--- config.mk ---
export PLATFORM = sky130hd
export DESIGN_NAME = sorted_char_list_insert_delete_unit_flat
export DESIGN_NICKNAME = d
export VERILOG_FILES = /design/src/hdl/sclid_pkg.sv /design/src/hdl/sclid_req_if.sv /design/src/hdl/sclid_rsp_if.sv /design/src/hdl/sclid_ctrl.sv /design/src/hdl/sclid_dp.sv /design/src/hdl/sorted_char_list_insert_delete_unit.sv /design/src/flat_wrapper.sv
export SDC_FILE = /design/constraint.sdc
export NUM_CORES = 1
export LEC_CHECK = 0
export ABC_AREA = 1
export BUFFER_PORTS_ARGS = -buffer_cell sky130_fd_sc_hd__buf_2
export CAP_MARGIN = 30
export CORE_MARGIN = 8
export CORE_UTILIZATION = 44
export CTS_BUF_LIST = sky130_fd_sc_hd__clkbuf_8 sky130_fd_sc_hd__clkbuf_16
export CTS_CLUSTER_DIAMETER = 60
export DETAILED_ROUTE_END_ITERATION = 10
export PLACE_DENSITY = 0.69
export SLEW_MARGIN = 5
export SYNTH_ARGS = -nofsm -noshare
export SYNTH_HDL_FRONTEND = slang
export SYNTH_SLANG_ARGS = --single-unit
--- constraint.sdc ---
create_clock -name clk -period 4 [get_ports clk]
set_input_delay 0.2 -clock clk [delete_from_list [all_inputs] [get_ports clk]]
set_output_delay 0.2 -clock clk [all_outputs]
set_load 0.005 [all_outputs]
--- src/hdl/sclid_pkg.sv ---
// ------------------------------------------------------------------------
// Sorted character list package
// Shared widths, codes, controller states and command types.
// ------------------------------------------------------------------------
package sclid_pkg;

    localparam int CAPACITY_DEF = 16;
    localparam int VALUE_W      = 8;
    localparam int STATUS_W     = 2;
    localparam int COUNT_W      = 5;

    localparam logic REQ_INSERT = 1'b0;
    localparam logic REQ_DELETE = 1'b1;

    typedef enum logic [STATUS_W-1:0] {
        ST_INSERTED  = 2'd0,
        ST_FULL      = 2'd1,
        ST_DELETED   = 2'd2,
        ST_NOT_FOUND = 2'd3
    } status_t;

    typedef enum logic {
        S_IDLE = 1'b0,
        S_EXEC = 1'b1
    } state_t;

    // Controller to datapath commands
    typedef struct packed {
        logic load;    // capture the request fields
        logic commit;  // update the list and capture the response
    } cmd_t;

    // Handshake status seen by the controller
    typedef struct packed {
        logic in_valid;
        logic out_ready;
    } hs_t;

endpackage

--- src/hdl/sclid_req_if.sv ---
// ------------------------------------------------------------------------
// Request channel
// Valid/ready channel carrying one insert or delete request.
// ------------------------------------------------------------------------
interface sclid_req_if;
    logic                                valid;
    logic                                ready;
    logic                                req_type;
    logic signed [sclid_pkg::VALUE_W-1:0] value;

    modport source (output valid, output req_type, output value, input ready);
    modport sink (input valid, input req_type, input value, output ready);
endinterface

--- src/hdl/sclid_rsp_if.sv ---
// ------------------------------------------------------------------------
// Response channel
// Valid/ready channel carrying the status and entry count of a request.
// ------------------------------------------------------------------------
interface sclid_rsp_if;
    logic                          valid;
    logic                          ready;
    logic [sclid_pkg::STATUS_W-1:0] status;
    logic [sclid_pkg::COUNT_W-1:0]  entry_count;

    modport source (output valid, output status, output entry_count, input ready);
    modport sink (input valid, input status, input entry_count, output ready);
endinterface

--- src/hdl/sclid_ctrl.sv ---
// ------------------------------------------------------------------------
// Sorted character list controller
// Two-state sequencer plus the response valid flag.
// ------------------------------------------------------------------------
module sclid_ctrl (
    input  logic              clk,
    input  logic              rst_n,
    input  sclid_pkg::hs_t    hs,
    output logic              in_ready,
    output logic              out_valid,
    output sclid_pkg::cmd_t   cmd
);

    sclid_pkg::state_t state_reg;
    sclid_pkg::state_t state_next;
    logic              out_valid_reg;
    logic              out_valid_next;

    always_ff @(posedge clk or negedge rst_n)
    begin
        if (!rst_n)
        begin
            state_reg     <= sclid_pkg::S_IDLE;
            out_valid_reg <= 1'b0;
        end
        else
        begin
            state_reg     <= state_next;
            out_valid_reg <= out_valid_next;
        end
    end

    always_comb
    begin
        state_next     = state_reg;
        out_valid_next = out_valid_reg;
        cmd            = '0;
        in_ready       = 1'b0;

        // drop the response once it is taken
        if (out_valid_reg && hs.out_ready)
        begin
            out_valid_next = 1'b0;
        end

        case (state_reg)
            sclid_pkg::S_IDLE:
            begin
                in_ready = 1'b1;
                if (hs.in_valid)
                begin
                    cmd.load   = 1'b1;
                    state_next = sclid_pkg::S_EXEC;
                end
            end
            sclid_pkg::S_EXEC:
            begin
                // hold until the response slot is free
                if (!out_valid_reg || hs.out_ready)
                begin
                    cmd.commit     = 1'b1;
                    out_valid_next = 1'b1;
                    state_next     = sclid_pkg::S_IDLE;
                end
            end
            default:
            begin
                state_next = sclid_pkg::S_IDLE;
            end
        endcase
    end

    assign out_valid = out_valid_reg;

endmodule

--- src/hdl/sclid_dp.sv ---
// ------------------------------------------------------------------------
// Sorted character list datapath
// Row of entry cells with per-cell compare and neighbor shift.
// ------------------------------------------------------------------------
module sclid_dp #(
    parameter int CAPACITY = sclid_pkg::CAPACITY_DEF
) (
    input  logic                                  clk,
    input  logic                                  rst_n,
    input  sclid_pkg::cmd_t                       cmd,
    input  logic                                  req_type,
    input  logic signed [sclid_pkg::VALUE_W-1:0]  value,
    output sclid_pkg::status_t                    status,
    output logic [sclid_pkg::COUNT_W-1:0]         entry_count
);

    localparam int CntW = $clog2(CAPACITY + 1);

    logic signed [sclid_pkg::VALUE_W-1:0] entry_reg  [CAPACITY];
    logic signed [sclid_pkg::VALUE_W-1:0] entry_next [CAPACITY];
    logic [CntW-1:0]                      count_reg;
    logic [CntW-1:0]                      count_next;
    logic                                 req_type_reg;
    logic signed [sclid_pkg::VALUE_W-1:0] value_reg;
    sclid_pkg::status_t                   status_reg;
    sclid_pkg::status_t                   status_next;
    logic [sclid_pkg::COUNT_W-1:0]        entry_count_reg;
    logic [CntW+sclid_pkg::COUNT_W-1:0]   count_wide;

    logic [CAPACITY-1:0] ge;      // live cell not smaller than the value
    logic [CAPACITY-1:0] eq;      // live cell equal to the value
    logic [CAPACITY-1:0] at_end;  // first free cell
    logic                found;
    logic                full;

    genvar g;
    generate
        for (g = 0; g < CAPACITY; g++)
        begin : g_cell
            assign ge[g]     = (CntW'(g) < count_reg) && (entry_reg[g] >= value_reg);
            assign eq[g]     = (CntW'(g) < count_reg) && (entry_reg[g] == value_reg);
            assign at_end[g] = (CntW'(g) == count_reg);

            // Sorted order makes ge a run of ones from the slot point to the last live entry,
            // so each cell decides from itself and its neighbors alone.
            if (g == 0)
            begin : g_first
                always_comb
                begin
                    if (req_type_reg == sclid_pkg::REQ_INSERT)
                    begin
                        entry_next[g] = (ge[g] || at_end[g]) ? value_reg : entry_reg[g];
                    end
                    else
                    begin
                        if (CAPACITY > 1)
                        begin
                            entry_next[g] = ge[g] ? entry_reg[(g + 1) % CAPACITY]
                                                  : entry_reg[g];
                        end
                        else
                        begin
                            entry_next[g] = entry_reg[g];
                        end
                    end
                end
            end
            else if (g == CAPACITY - 1)
            begin : g_last
                always_comb
                begin
                    if (req_type_reg == sclid_pkg::REQ_INSERT)
                    begin
                        entry_next[g] = ge[g-1] ? entry_reg[g-1]
                                      : (ge[g] || at_end[g]) ? value_reg : entry_reg[g];
                    end
                    else
                    begin
                        entry_next[g] = entry_reg[g];
                    end
                end
            end
            else
            begin : g_mid
                always_comb
                begin
                    if (req_type_reg == sclid_pkg::REQ_INSERT)
                    begin
                        entry_next[g] = ge[g-1] ? entry_reg[g-1]
                                      : (ge[g] || at_end[g]) ? value_reg : entry_reg[g];
                    end
                    else
                    begin
                        entry_next[g] = ge[g] ? entry_reg[g+1] : entry_reg[g];
                    end
                end
            end
        end
    endgenerate

    assign found = |eq;
    assign full  = (count_reg == CntW'(CAPACITY));

    always_comb
    begin
        count_next = count_reg;
        if (req_type_reg == sclid_pkg::REQ_INSERT)
        begin
            if (full)
            begin
                status_next = sclid_pkg::ST_FULL;
            end
            else
            begin
                status_next = sclid_pkg::ST_INSERTED;
                count_next  = count_reg + CntW'(1);
            end
        end
        else
        begin
            if (found)
            begin
                status_next = sclid_pkg::ST_DELETED;
                count_next  = count_reg - CntW'(1);
            end
            else
            begin
                status_next = sclid_pkg::ST_NOT_FOUND;
            end
        end
    end

    assign count_wide = (CntW + sclid_pkg::COUNT_W)'(count_next);

    always_ff @(posedge clk or negedge rst_n)
    begin
        if (!rst_n)
        begin
            count_reg <= '0;
        end
        else if (cmd.commit)
        begin
            count_reg <= count_next;
        end
    end

    always_ff @(posedge clk)
    begin
        if (cmd.load)
        begin
            req_type_reg <= req_type;
            value_reg    <= value;
        end
        if (cmd.commit)
        begin
            status_reg      <= status_next;
            entry_count_reg <= count_wide[sclid_pkg::COUNT_W-1:0];
            if ((req_type_reg == sclid_pkg::REQ_INSERT && !full) ||
                (req_type_reg == sclid_pkg::REQ_DELETE && found))
            begin
                for (int i = 0; i < CAPACITY; i++)
                begin
                    entry_reg[i] <= entry_next[i];
                end
            end
        end
    end

    assign status      = status_reg;
    assign entry_count = entry_count_reg;

endmodule

--- src/hdl/sorted_char_list_insert_delete_unit.sv ---
// ------------------------------------------------------------------------
// Sorted character list insert/delete unit
// Bounded ascending list of signed characters with insert and delete.
// ------------------------------------------------------------------------
// Each request on req inserts a signed character ahead of the first stored
// entry that is not smaller than it (status inserted, or full when the list
// already holds CAPACITY entries), or deletes the first entry equal to it
// (status deleted, or not found, also on an empty list). Exactly one
// response per request appears on rsp with the status and the entry count
// after the request, the count carrying its low five bits. A request is
// first registered; then every cell compares itself with the value and
// takes its own value, its neighbor's or the new one in the same clock.
// req is ready again right after the update, so a new request is taken
// while the last response still waits on rsp; the update of that next
// request holds until the response register is free.
// The entries need no clearing after reset, only the count is reset.
module sorted_char_list_insert_delete_unit #(
    parameter int CAPACITY = sclid_pkg::CAPACITY_DEF
) (
    input  logic              clk,
    input  logic              rst_n,
    sclid_req_if.sink         req,
    sclid_rsp_if.source       rsp
);

    sclid_pkg::cmd_t   cmd;
    sclid_pkg::hs_t    hs;
    sclid_pkg::status_t status;

    assign hs.in_valid  = req.valid;
    assign hs.out_ready = rsp.ready;

    // Sequencer: register the request, then commit when rsp has room.
    sclid_ctrl u_ctrl (
        .clk       (clk),
        .rst_n     (rst_n),
        .hs        (hs),
        .in_ready  (req.ready),
        .out_valid (rsp.valid),
        .cmd       (cmd)
    );

    // Entry cells, count and response payload registers.
    sclid_dp #(
        .CAPACITY (CAPACITY)
    ) u_dp (
        .clk         (clk),
        .rst_n       (rst_n),
        .cmd         (cmd),
        .req_type    (req.req_type),
        .value       (req.value),
        .status      (status),
        .entry_count (rsp.entry_count)
    );

    assign rsp.status = status;

endmodule

--- src/flat_wrapper.sv ---
// flat-port wrapper written by rule: the top's interface ports become plain ports
module sorted_char_list_insert_delete_unit_flat 
#(
    parameter int CAPACITY = sclid_pkg::CAPACITY_DEF
)
  (clk, rst_n, req_valid, req_req_type, req_value, req_ready, rsp_valid, rsp_status, rsp_entry_count, rsp_ready);
  sclid_req_if req_i ();
  sclid_rsp_if rsp_i ();
  input  logic clk;
  input  logic rst_n;
  input wire logic [$bits(req_i.valid)-1:0] req_valid;
  input wire logic [$bits(req_i.req_type)-1:0] req_req_type;
  input wire logic [$bits(req_i.value)-1:0] req_value;
  output wire logic [$bits(req_i.ready)-1:0] req_ready;
  output wire logic [$bits(rsp_i.valid)-1:0] rsp_valid;
  output wire logic [$bits(rsp_i.status)-1:0] rsp_status;
  output wire logic [$bits(rsp_i.entry_count)-1:0] rsp_entry_count;
  input wire logic [$bits(rsp_i.ready)-1:0] rsp_ready;
  assign req_i.valid = req_valid;
  assign req_i.req_type = req_req_type;
  assign req_i.value = req_value;
  assign req_ready = req_i.ready;
  assign rsp_valid = rsp_i.valid;
  assign rsp_status = rsp_i.status;
  assign rsp_entry_count = rsp_i.entry_count;
  assign rsp_i.ready = rsp_ready;
  sorted_char_list_insert_delete_unit #(.CAPACITY(CAPACITY)) u_core (.clk(clk), .rst_n(rst_n), .req(req_i), .rsp(rsp_i));
endmodule
# ---- After elaboration in Yosys (flattened, before gate mapping)
# Memory sizes are Yosys's and may differ from the RTL's.
# Cells that the tools add are included.
dict set report classes {
  addsub 2
  magnitude_cmp 32
  n_eq_ne 32
  muxes 81
  bitwise 2
  reduce_logical 57
}
# cell count
set op_table {}
lappend op_table {{8-bit two-way mux} 62}
lappend op_table {{8-bit == test} 16}
lappend op_table {{8-bit greater-or-equal comparator} 16}
lappend op_table {{4-bit by 5-bit == test with 1-bit output, first input constant} 8}
lappend op_table {{4-bit by 5-bit less-than comparator with 1-bit output, first input constant} 8}
lappend op_table {{1-bit logical AND} 35}
lappend op_table {{3-bit by 5-bit == test with 1-bit output, first input constant} 4}
lappend op_table {{3-bit by 5-bit less-than comparator with 1-bit output, first input constant} 4}
lappend op_table {{1-bit logical OR} 18}
lappend op_table {{16-bit OR reduction} 1}
lappend op_table {{5-bit two-way mux} 3}
lappend op_table {{1-bit two-way mux} 14}
lappend op_table {{2-bit by 5-bit == test with 1-bit output, first input constant} 2}
lappend op_table {{1-bit by 5-bit less-than comparator with 1-bit output, first input constant} 2}
lappend op_table {{2-bit by 5-bit less-than comparator with 1-bit output, first input constant} 2}
lappend op_table {{5-bit by 1-bit adder with 5-bit output, second input constant} 1}
lappend op_table {{1-bit by 5-bit == test with 1-bit output, first input constant} 1}
lappend op_table {{5-bit == test, second input constant} 1}
lappend op_table {{5-bit zero test} 1}
lappend op_table {{5-bit by 1-bit subtractor with 5-bit output, second input constant} 1}
lappend op_table {{1-bit zero test} 2}
lappend op_table {{2-bit two-way mux} 1}
lappend op_table {{1-bit NOT} 2}
lappend op_table {{1-bit one-hot mux with 2 select lines} 1}
dict set report totals {
  ff_bits 23
  ram_bits 128
  inputBits 13
  out_inout_bits 9
  elab_cells 214
  n_memories 1
}
# name words width read_ports rd_clocked_by_memory_dff write_ports line
set mem_list {}
lappend mem_list {u_core.u_dp.entry_reg 16 8 16 0 16 sclid_dp.sv:19} ;# logic signed [sclid_pkg::VALUE_W-1:0] entry_reg [CAPACITY];

# ---- Logic depth before layout (Yosys ltp)
# Gate-level depths: netlist of the first run.
# An unclocked memory read counts as a cell.
dict set report logic_depth {
  depth_word 9
  mapped_depth 17
  mapped_depth_nobuf 16
}

# ---- Cells and area by module
# A second synthesis of the first run with hierarchy kept.
dict set report hier_totals {
  cells_unflattened 1396
  hier_area_um2 11214.5
}
# mod instances cells_per_inst area_per_inst_um2 seq_area_each_um2
set by_module_without_submodules {}
lappend by_module_without_submodules {sclid_dp 1 1385 11121.9 4449.3}
lappend by_module_without_submodules {sclid_ctrl 1 11 92.6 50.0}

# ---- Worst setup path after synthesis of the first run
# No wires, ideal clock.
dict set report synth_path {
  kind {register -> register}
  startpoint {reg u_core.u_dp.value_reg[7] in the netlist's numbering}
  endpoint {mem u_core.u_dp.entry_reg[0][10] in the netlist's numbering, enable pin}
  setup_ps 384
  t_arrival_ps 2876
  required_ps 3616
  slack_ps 740
  path_stages_with_launch 16
  n_path_buf 1
  synth_period_minus_slack_ps 3260
  cell_sequence {edfxtp_1 -> clkinv_1 -> clkbuf_1 -> ha_1 -> nand2_1 -> nor2_1 -> nand3_1 -> nand2_1 -> inv_2 -> nand3_1 -> nor2_2 -> nand2_4 -> nand2_4 -> nand2_4 -> nand2_4 -> o21ai_0}
}
# item line
set synth_lines {}
lappend synth_lines {{from (decl)} sclid_dp.sv:24} ;# logic signed [sclid_pkg::VALUE_W-1:0] value_reg;
lappend synth_lines {{from (signal assigned)} sclid_dp.sv:152} ;# value_reg <= value;
lappend synth_lines {{to (decl)} sclid_dp.sv:19}

==> run summary, run 1 <==
crit start category = flip-flop
DR iter-0 viols = 814
worst vdd ir = 321 uV
Vias = 9700
Power per Cell Area = 595 nW/um2
Worst Max-Slew Pin Slew = 0.955 ns
Final Hold Fails = 0
GPL Wtd Cong = 0.899
list of most frequent post-synthesis cells = nand2_1 (441), o21ai_0 (252), edfxtp_1 (144)
largest net degree at the start of global routing = 107
Reg area = 4500 um2
fin area = 12400 um2
DR WL/cell = 17.1 um
status = completed
FILL cells = 2440
CP Capture Type = flip-flop
setup_tns = 0 ns
Post-CTS Resized = 0
initial antenna violation count = 0
initial core utilization = 0.446
RSZ-0062 raised after global routing = false
worst r2r src = u_core.u_dp.value_reg[5]
GRT overflow = 0
Row Count = 58
drt drc = 0
Post-synth EDFFs = 144
Post-DRT Antenna Nets = 0
die height = 176 um
post-synth top area share = 0.386
first-pass GRT wire length = 48500 um
Avg Cell Area, Syn = 8.05 um2
top cells by area, synth = edfxtp_1 (39%), ha_1 (15%), nand2_1 (15%), o21ai_0 (11%), a21oi_1 (3.6%)
leading area contributor after synthesis = edfxtp_1
placed cell area = 11700 um2
top_reg_cell synth = edfxtp_1
Critical Path AT = 3.76 ns
# IOs = 22
DR pass1 iterations = 6
Post-Synthesis Cell Area = 11200 um2
hold path startpoint = rsp_ready
postcts setup bufs = 0
Total Routed Length = 29900 um
most frequent cell after synthesis = nand2_1
fin crit share = 0.925
Hold Crit Class = input port to flip-flop
number of max-cap violations = 0
clock sink total = 151
Seq cells post-synth = 151
Setup Viol. Count Final = 0
FF-to-FF setup slack = 0.30 ns
CTS buffer count = 17
vias in the first global route = 9421
Max Fclk = 0.270 GHz
area of the multi-input gates = 6140 um2
final clock skew = 0.00988 ns
max reg flops = 128
CTS H-Tree Depth = 4
clock latency on the worst-skew pair = 0.43 ns
Root Buffer = clkbuf_16
Die Area = 30800 um2
CP max FO = 18
clk buf depth = 2
area grow syn2layout = 11.1%
register area share after synthesis = 0.402
worst reg2reg path depth = 15
Synth warnings = 0
CTS tree = built
total core area = 25100 um2
max-slew violations = 0
Leak = 0.00537 uW
Async S/R FF share, synth = 0.0464
Net count, final = 1556
HPWL after DPL = 21600 um
Final min period = 3.70 ns
Hold-fix buffers, CTS = 10
Syn Nets = 1537
Syn Inst Count = 1391
critical path required time = 4.06 ns
number of port buffers = 21
clock slew at reported path FFs = 0.06 ns
via/cell ratio = 5.53
synth unique cells = 42
critical path class = flip-flop to flip-flop
antenna cells = 0
GRT Total Usage = 0.194
Rel. slew slack = 0.363
WHS Path Cells = 4
reg-to-reg critical path endpoint = u_core.u_dp.entry_reg[0][51]
die extent in x = 176 um
Min-Delay Endpoint = u_core.u_ctrl.out_valid
layout cell share with drive strength beyond 1 = 0.0829
## cell usage in the layout (no fill, tap or decap), drive strengths merged
cell type	instances
a21o	1
o21ai	260
o211ai	2
and2	1
nor2	86
clkinv	16
a21bo	1
o221ai	1
a21oi	88
nand3b	7
dfrtp	7
nand3	42
nor3	3
a21boi	6
nand4	3
o21a	14
edfxtp	144
or2	2
inv	71
xor2	5
o21bai	3
bufinv	2
nand2	447
dlygate4sd3	10
clkinvlp	3
clkbuf	17
o22ai	1
buf	47
ha	133
## layer usage
metal / track usage / routed length [um]
met2: 0.319 / 14100
met4: 0.0548 / 355
met1: 0.260 / 14000
met3: 0.0324 / 1530
met5: 0 / 0
## stage by stage
stage | hold WS [ns] | worst slack [ns] | std cells | total power [uW] | util
2_1_floorplan | -0.0956 | 0.740 | 1391 | 4850 | -
3_3_place_gp | 0.0419 | 0.213 | 1708 | 5660 | 0.466
3_5_place_dp | 0.0423 | 0.349 | 1710 | 5770 | 0.468
4_1_cts | 0.0102 | 0.325 | 1752 | 7370 | 0.494
5_1_grt | 0.0195 | 0.0917 | 1753 | 7940 | 0.495
6_report | 0.0218 | 0.300 | 1753 | 7400 | 0.495
## worst max path at each step
stage | cells after the start | slack [ns] | end | startpoint
after floorplan | 15 | 0.74 | u_core.u_dp.entry_reg[0][10] | u_core.u_dp.value_reg[7]
after global placement | 14 | 0.21 | u_core.u_dp.entry_reg[0][52] | u_core.u_dp.value_reg[1]
after detailed placement | 15 | 0.35 | u_core.u_dp.entry_reg[0][51] | u_core.u_dp.value_reg[5]
after CTS | 15 | 0.33 | u_core.u_dp.entry_reg[0][51] | u_core.u_dp.value_reg[5]
after global routing | 15 | 0.09 | u_core.u_dp.entry_reg[0][50] | u_core.u_dp.value_reg[5]
final | 15 | 0.30 | u_core.u_dp.entry_reg[0][51] | u_core.u_dp.value_reg[5]
## area by class of cell
class	instances	area share
tap	330	0.0332
timing repair buffer	57	0.0421
inverter	77	0.0236
sequential	151	0.362
clock inverter	15	0.0112
clock buffer	17	0.0342
multi-input combinational	1106	0.494
## worst max-delay path, cell delays in order (launching register included)
cell and delay [ns]:
edfxtp_1 0.33, clkinv_1 0.50, buf_12 0.39, ha_1 0.31, nand2_1 0.06, nor2_1 0.27
nand3_1 0.14, nand2_1 0.09, inv_2 0.03, nand3_1 0.07, nor2_2 0.06, nand2_4 0.09
nand2_4 0.06, nand2_4 0.10, nand2_4 0.17, o21ai_1 0.64
## report_power, final
| group | internal, uW | switching (uW) |
|---|---|---|
| clock network | 909 | 672 |
| logic | 1100 | 2180 |
| registers | 2220 | 310 |
## kinds of logic after synthesis
logic type | count (synthesis) | synth area share
simple gates | 591 | 0.216
compound gates | 377 | 0.180
flops | 151 | 0.402
buf+inv | 134 | 0.0494
fa+ha+maj | 133 | 0.149
xor+xnor | 5 | 0.00391
(Power assumes the default switching activity.)
==> inputs of run 2 (changes only) <==
ABC_AREA = default   (was 1)
==> run summary, run 2 <==
Final min period = 3.60 ns (-0.103 ns)
Setup Viol. Count Final = 0 (unchanged)
commonest non-fill, non-tap cell in the layout = o21ai_0
drt drc = 0 (unchanged)
Seq cells post-synth = 151 (unchanged)
clock sink total = 151 (unchanged)
Total Routed Length = 34100 um (+14%)
fin crit share = 0.899 (-0.0256)
FF-to-FF setup slack = 0.40 ns (+0.10 ns)
Net count, final = 1335 (-14%)
CP Capture Type = flip-flop
top cells by area, synth = edfxtp_1 (39%), ha_1 (15%), mux2i_1 (9.3%), o21ai_0 (7.1%), nand2_1 (4.7%)
RSZ-0062 raised after global routing = false
CP max FO = 11 (-7)
GRT Total Usage = 0.222 (+0.0278)
Post-DRT Antenna Nets = 0 (unchanged)
setup_tns = 0 ns (unchanged)
total core area = 25000 um2 (-0.29%)
CTS tree = built
Critical Path AT = 3.74 ns (-0.02 ns)
Rel. slew slack = 0.410 (+0.0463)
DR WL/cell = 22.3 um (+31%)
max reg flops = 128 (unchanged)
Avg Cell Area, Syn = 9.82 um2 (+22%)
FILL cells = 2280 (-6.6%)
post-synth top area share = 0.387 (+0.00113)
first-pass GRT wire length = 52900 um (+9.1%)
most frequent cell after synthesis = o21ai_0
antenna cells = 0 (unchanged)
die extent in x = 175 um (-0.13%)
largest net degree at the start of global routing = 155 (+45%)
clock latency on the worst-skew pair = 0.43 ns (about the same)
Worst Max-Slew Pin Slew = 0.886 ns (-0.0695 ns)
Hold Crit Class = input port to flip-flop
register area share after synthesis = 0.403 (+0.00117)
most frequent cells in the layout = o21ai_0 (157), edfxtp_1 (144), nand2_1 (140), ha_1 (133), mux2i_1 (104)
critical path required time = 4.14 ns (+0.08 ns)
die height = 175 um (-0.13%)
worst setup margin = 0.403 ns (+0.103 ns)
pre-CTS setup slack = 0.477 ns (+0.128 ns)
layout cell share with drive strength beyond 1 = 0.118 (+0.0352)
final clock skew = 0.00708 ns (-0.00280 ns)
Leak = 0.00518 uW (-3.6%)
Async S/R FF share, synth = 0.0464 (unchanged)
clock slew at reported path FFs = 0.06 ns (about the same)
Root Buffer = clkbuf_16
clk buf depth = 2 (unchanged)
top_reg_cell synth = edfxtp_1
number of port buffers = 21 (unchanged)
Syn Inst Count = 1137 (-18%)
# IOs = 22 (unchanged)
initial antenna violation count = 0 (unchanged)
DR pass1 iterations = 5 (-1)
Vias = 9489 (-2.2%)
Synth warnings = 0 (unchanged)
Post-CTS Resized = 0 (unchanged)
hold path startpoint = rsp_ready
DR iter-0 viols = 958 (+18%)
via/cell ratio = 6.19 (+12%)
worst r2r src = u_core.u_dp.value_reg[1]
GPL Wtd Cong = 0.903 (+0.46%)
number of max-cap violations = 0 (unchanged)
Row Count = 58 (unchanged)
HPWL after DPL = 24100 um (+12%)
worst vdd ir = 395 uV (+23%)
Final Hold Fails = 0 (unchanged)
synth unique cells = 67 (+60%)
Post-Synthesis Cell Area = 11200 um2 (-0.29%)
Post-synth EDFFs = 144 (unchanged)
max-slew violations = 0 (unchanged)
GRT overflow = 0 (unchanged)
initial core utilization = 0.446 (about the same)
leading area contributor after synthesis = edfxtp_1
area grow syn2layout = 13.9%
Max Fclk = 0.278 GHz (+2.9%)
crit start category = flip-flop
Power per Cell Area = 760 nW/um2 (+28%)
list of most frequent post-synthesis cells = o21ai_0 (158), edfxtp_1 (144), nand2_1 (140)
Worst setup startpoint = u_core.u_dp.value_reg[1]
CTS buffer count = 17 (unchanged)
Syn Nets = 1283 (-17%)
status = completed
critical path class = flip-flop to flip-flop
vias in the first global route = 9225 (-2.1%)
Die Area = 30700 um2 (-0.27%)
CTS H-Tree Depth = 4 (unchanged)
run 2: cell types whose count changed after synthesis, moves of 21 or more:
cell | before | now
mux2i_1 | 0 | 104
a21oi_1 | 80 | 28
nand2_1 | 441 | 140
nand4_1 | 3 | 29
nor3_1 | 3 | 36
o21ai_0 | 252 | 158
nand3_1 | 39 | 6
nor2_1 | 75 | 54
run 2: final cells by class:
type	count	area [um2]	area share
inverters	46	173	0.0136
clock inverters	15	186	0.0147
repair buffers	100	783	0.0616
clock buffers	17	425	0.0334
well taps	330	413	0.0325
multi-input cells	873	6240	0.491
flip-flops and latches	151	4500	0.354
run 2: kinds of logic after synthesis:
logic type / synth area share
AOI/OAI and AO/OA: 0.166
xor gates and xnor gates: 0.00392
adders and majority gates: 0.149
buffers and inverters: 0.0390
DFF: 0.403
muxes: 0.103
and+or+nand+nor: 0.136
run 2: report_power, final:
| part | leakage [uW] | switching [uW] | internal [uW] |
|---|---|---|---|
| logic | 0.00347 | 2720 | 2010 |
| clock network | 0.000302 | 697 | 1040 |
| registers | 0.00141 | 637 | 2560 |
run 2: worst max-delay path: stages (launching register included):
cell and delay, ns:
edfxtp_1 0.36, inv_1 0.06, buf_4 0.17, buf_4 0.21
ha_1 0.32, nand4_1 0.10, or3_1 0.36, o2111ai_1 0.24
or3_4 0.28, a21oi_2 0.07, buf_4 0.20, o32ai_1 0.63
buf_2 0.30
run 2: metal layers:
layer | GRT usage | up-vias | wire, um
met1 | 0.307 | 4563 | 15000
met2 | 0.341 | 470 | 15200
met3 | 0.0350 | 73 | 2860
met5 | 0 | - | 0
li1 | - | 4383 | -
met4 | 0.0922 | 0 | 1070
run 2: worst paths after layout:
check,to,cells past startpoint
worst max-delay path,u_core.u_dp.entry_reg[0][57],12
worst min-delay path,u_core.u_ctrl.out_valid,3
worst max register to register,u_core.u_dp.entry_reg[0][57],12
worst min register to register,u_core.u_ctrl.out_valid,2
max in group asynchronous,u_core.u_ctrl.state_reg,2
min in group asynchronous,u_core.u_dp.count_reg[3],2
run 2: timing repair:
item                      4_1_cts  5_1_grt
hold endpoints to repair       17        0
buffers inserted                0        0
hold buffers                   11        0
run 2: per-stage QoR:
step | cell area, um2 | hold slack (ns) | cells | power [uW] | utilization
CTS | 12700 | 0.0248 | 1532 | 9590 | 0.508
global placement | 12000 | 0.0879 | 1481 | 7710 | 0.477
global route | 12700 | 0.0480 | 1532 | 10300 | 0.508
floorplan | 11200 | -0.0956 | 1137 | 6220 | -
detailed placement | 12000 | 0.0844 | 1489 | 7830 | 0.479
finish | 12700 | 0.0337 | 1532 | 9670 | 0.508
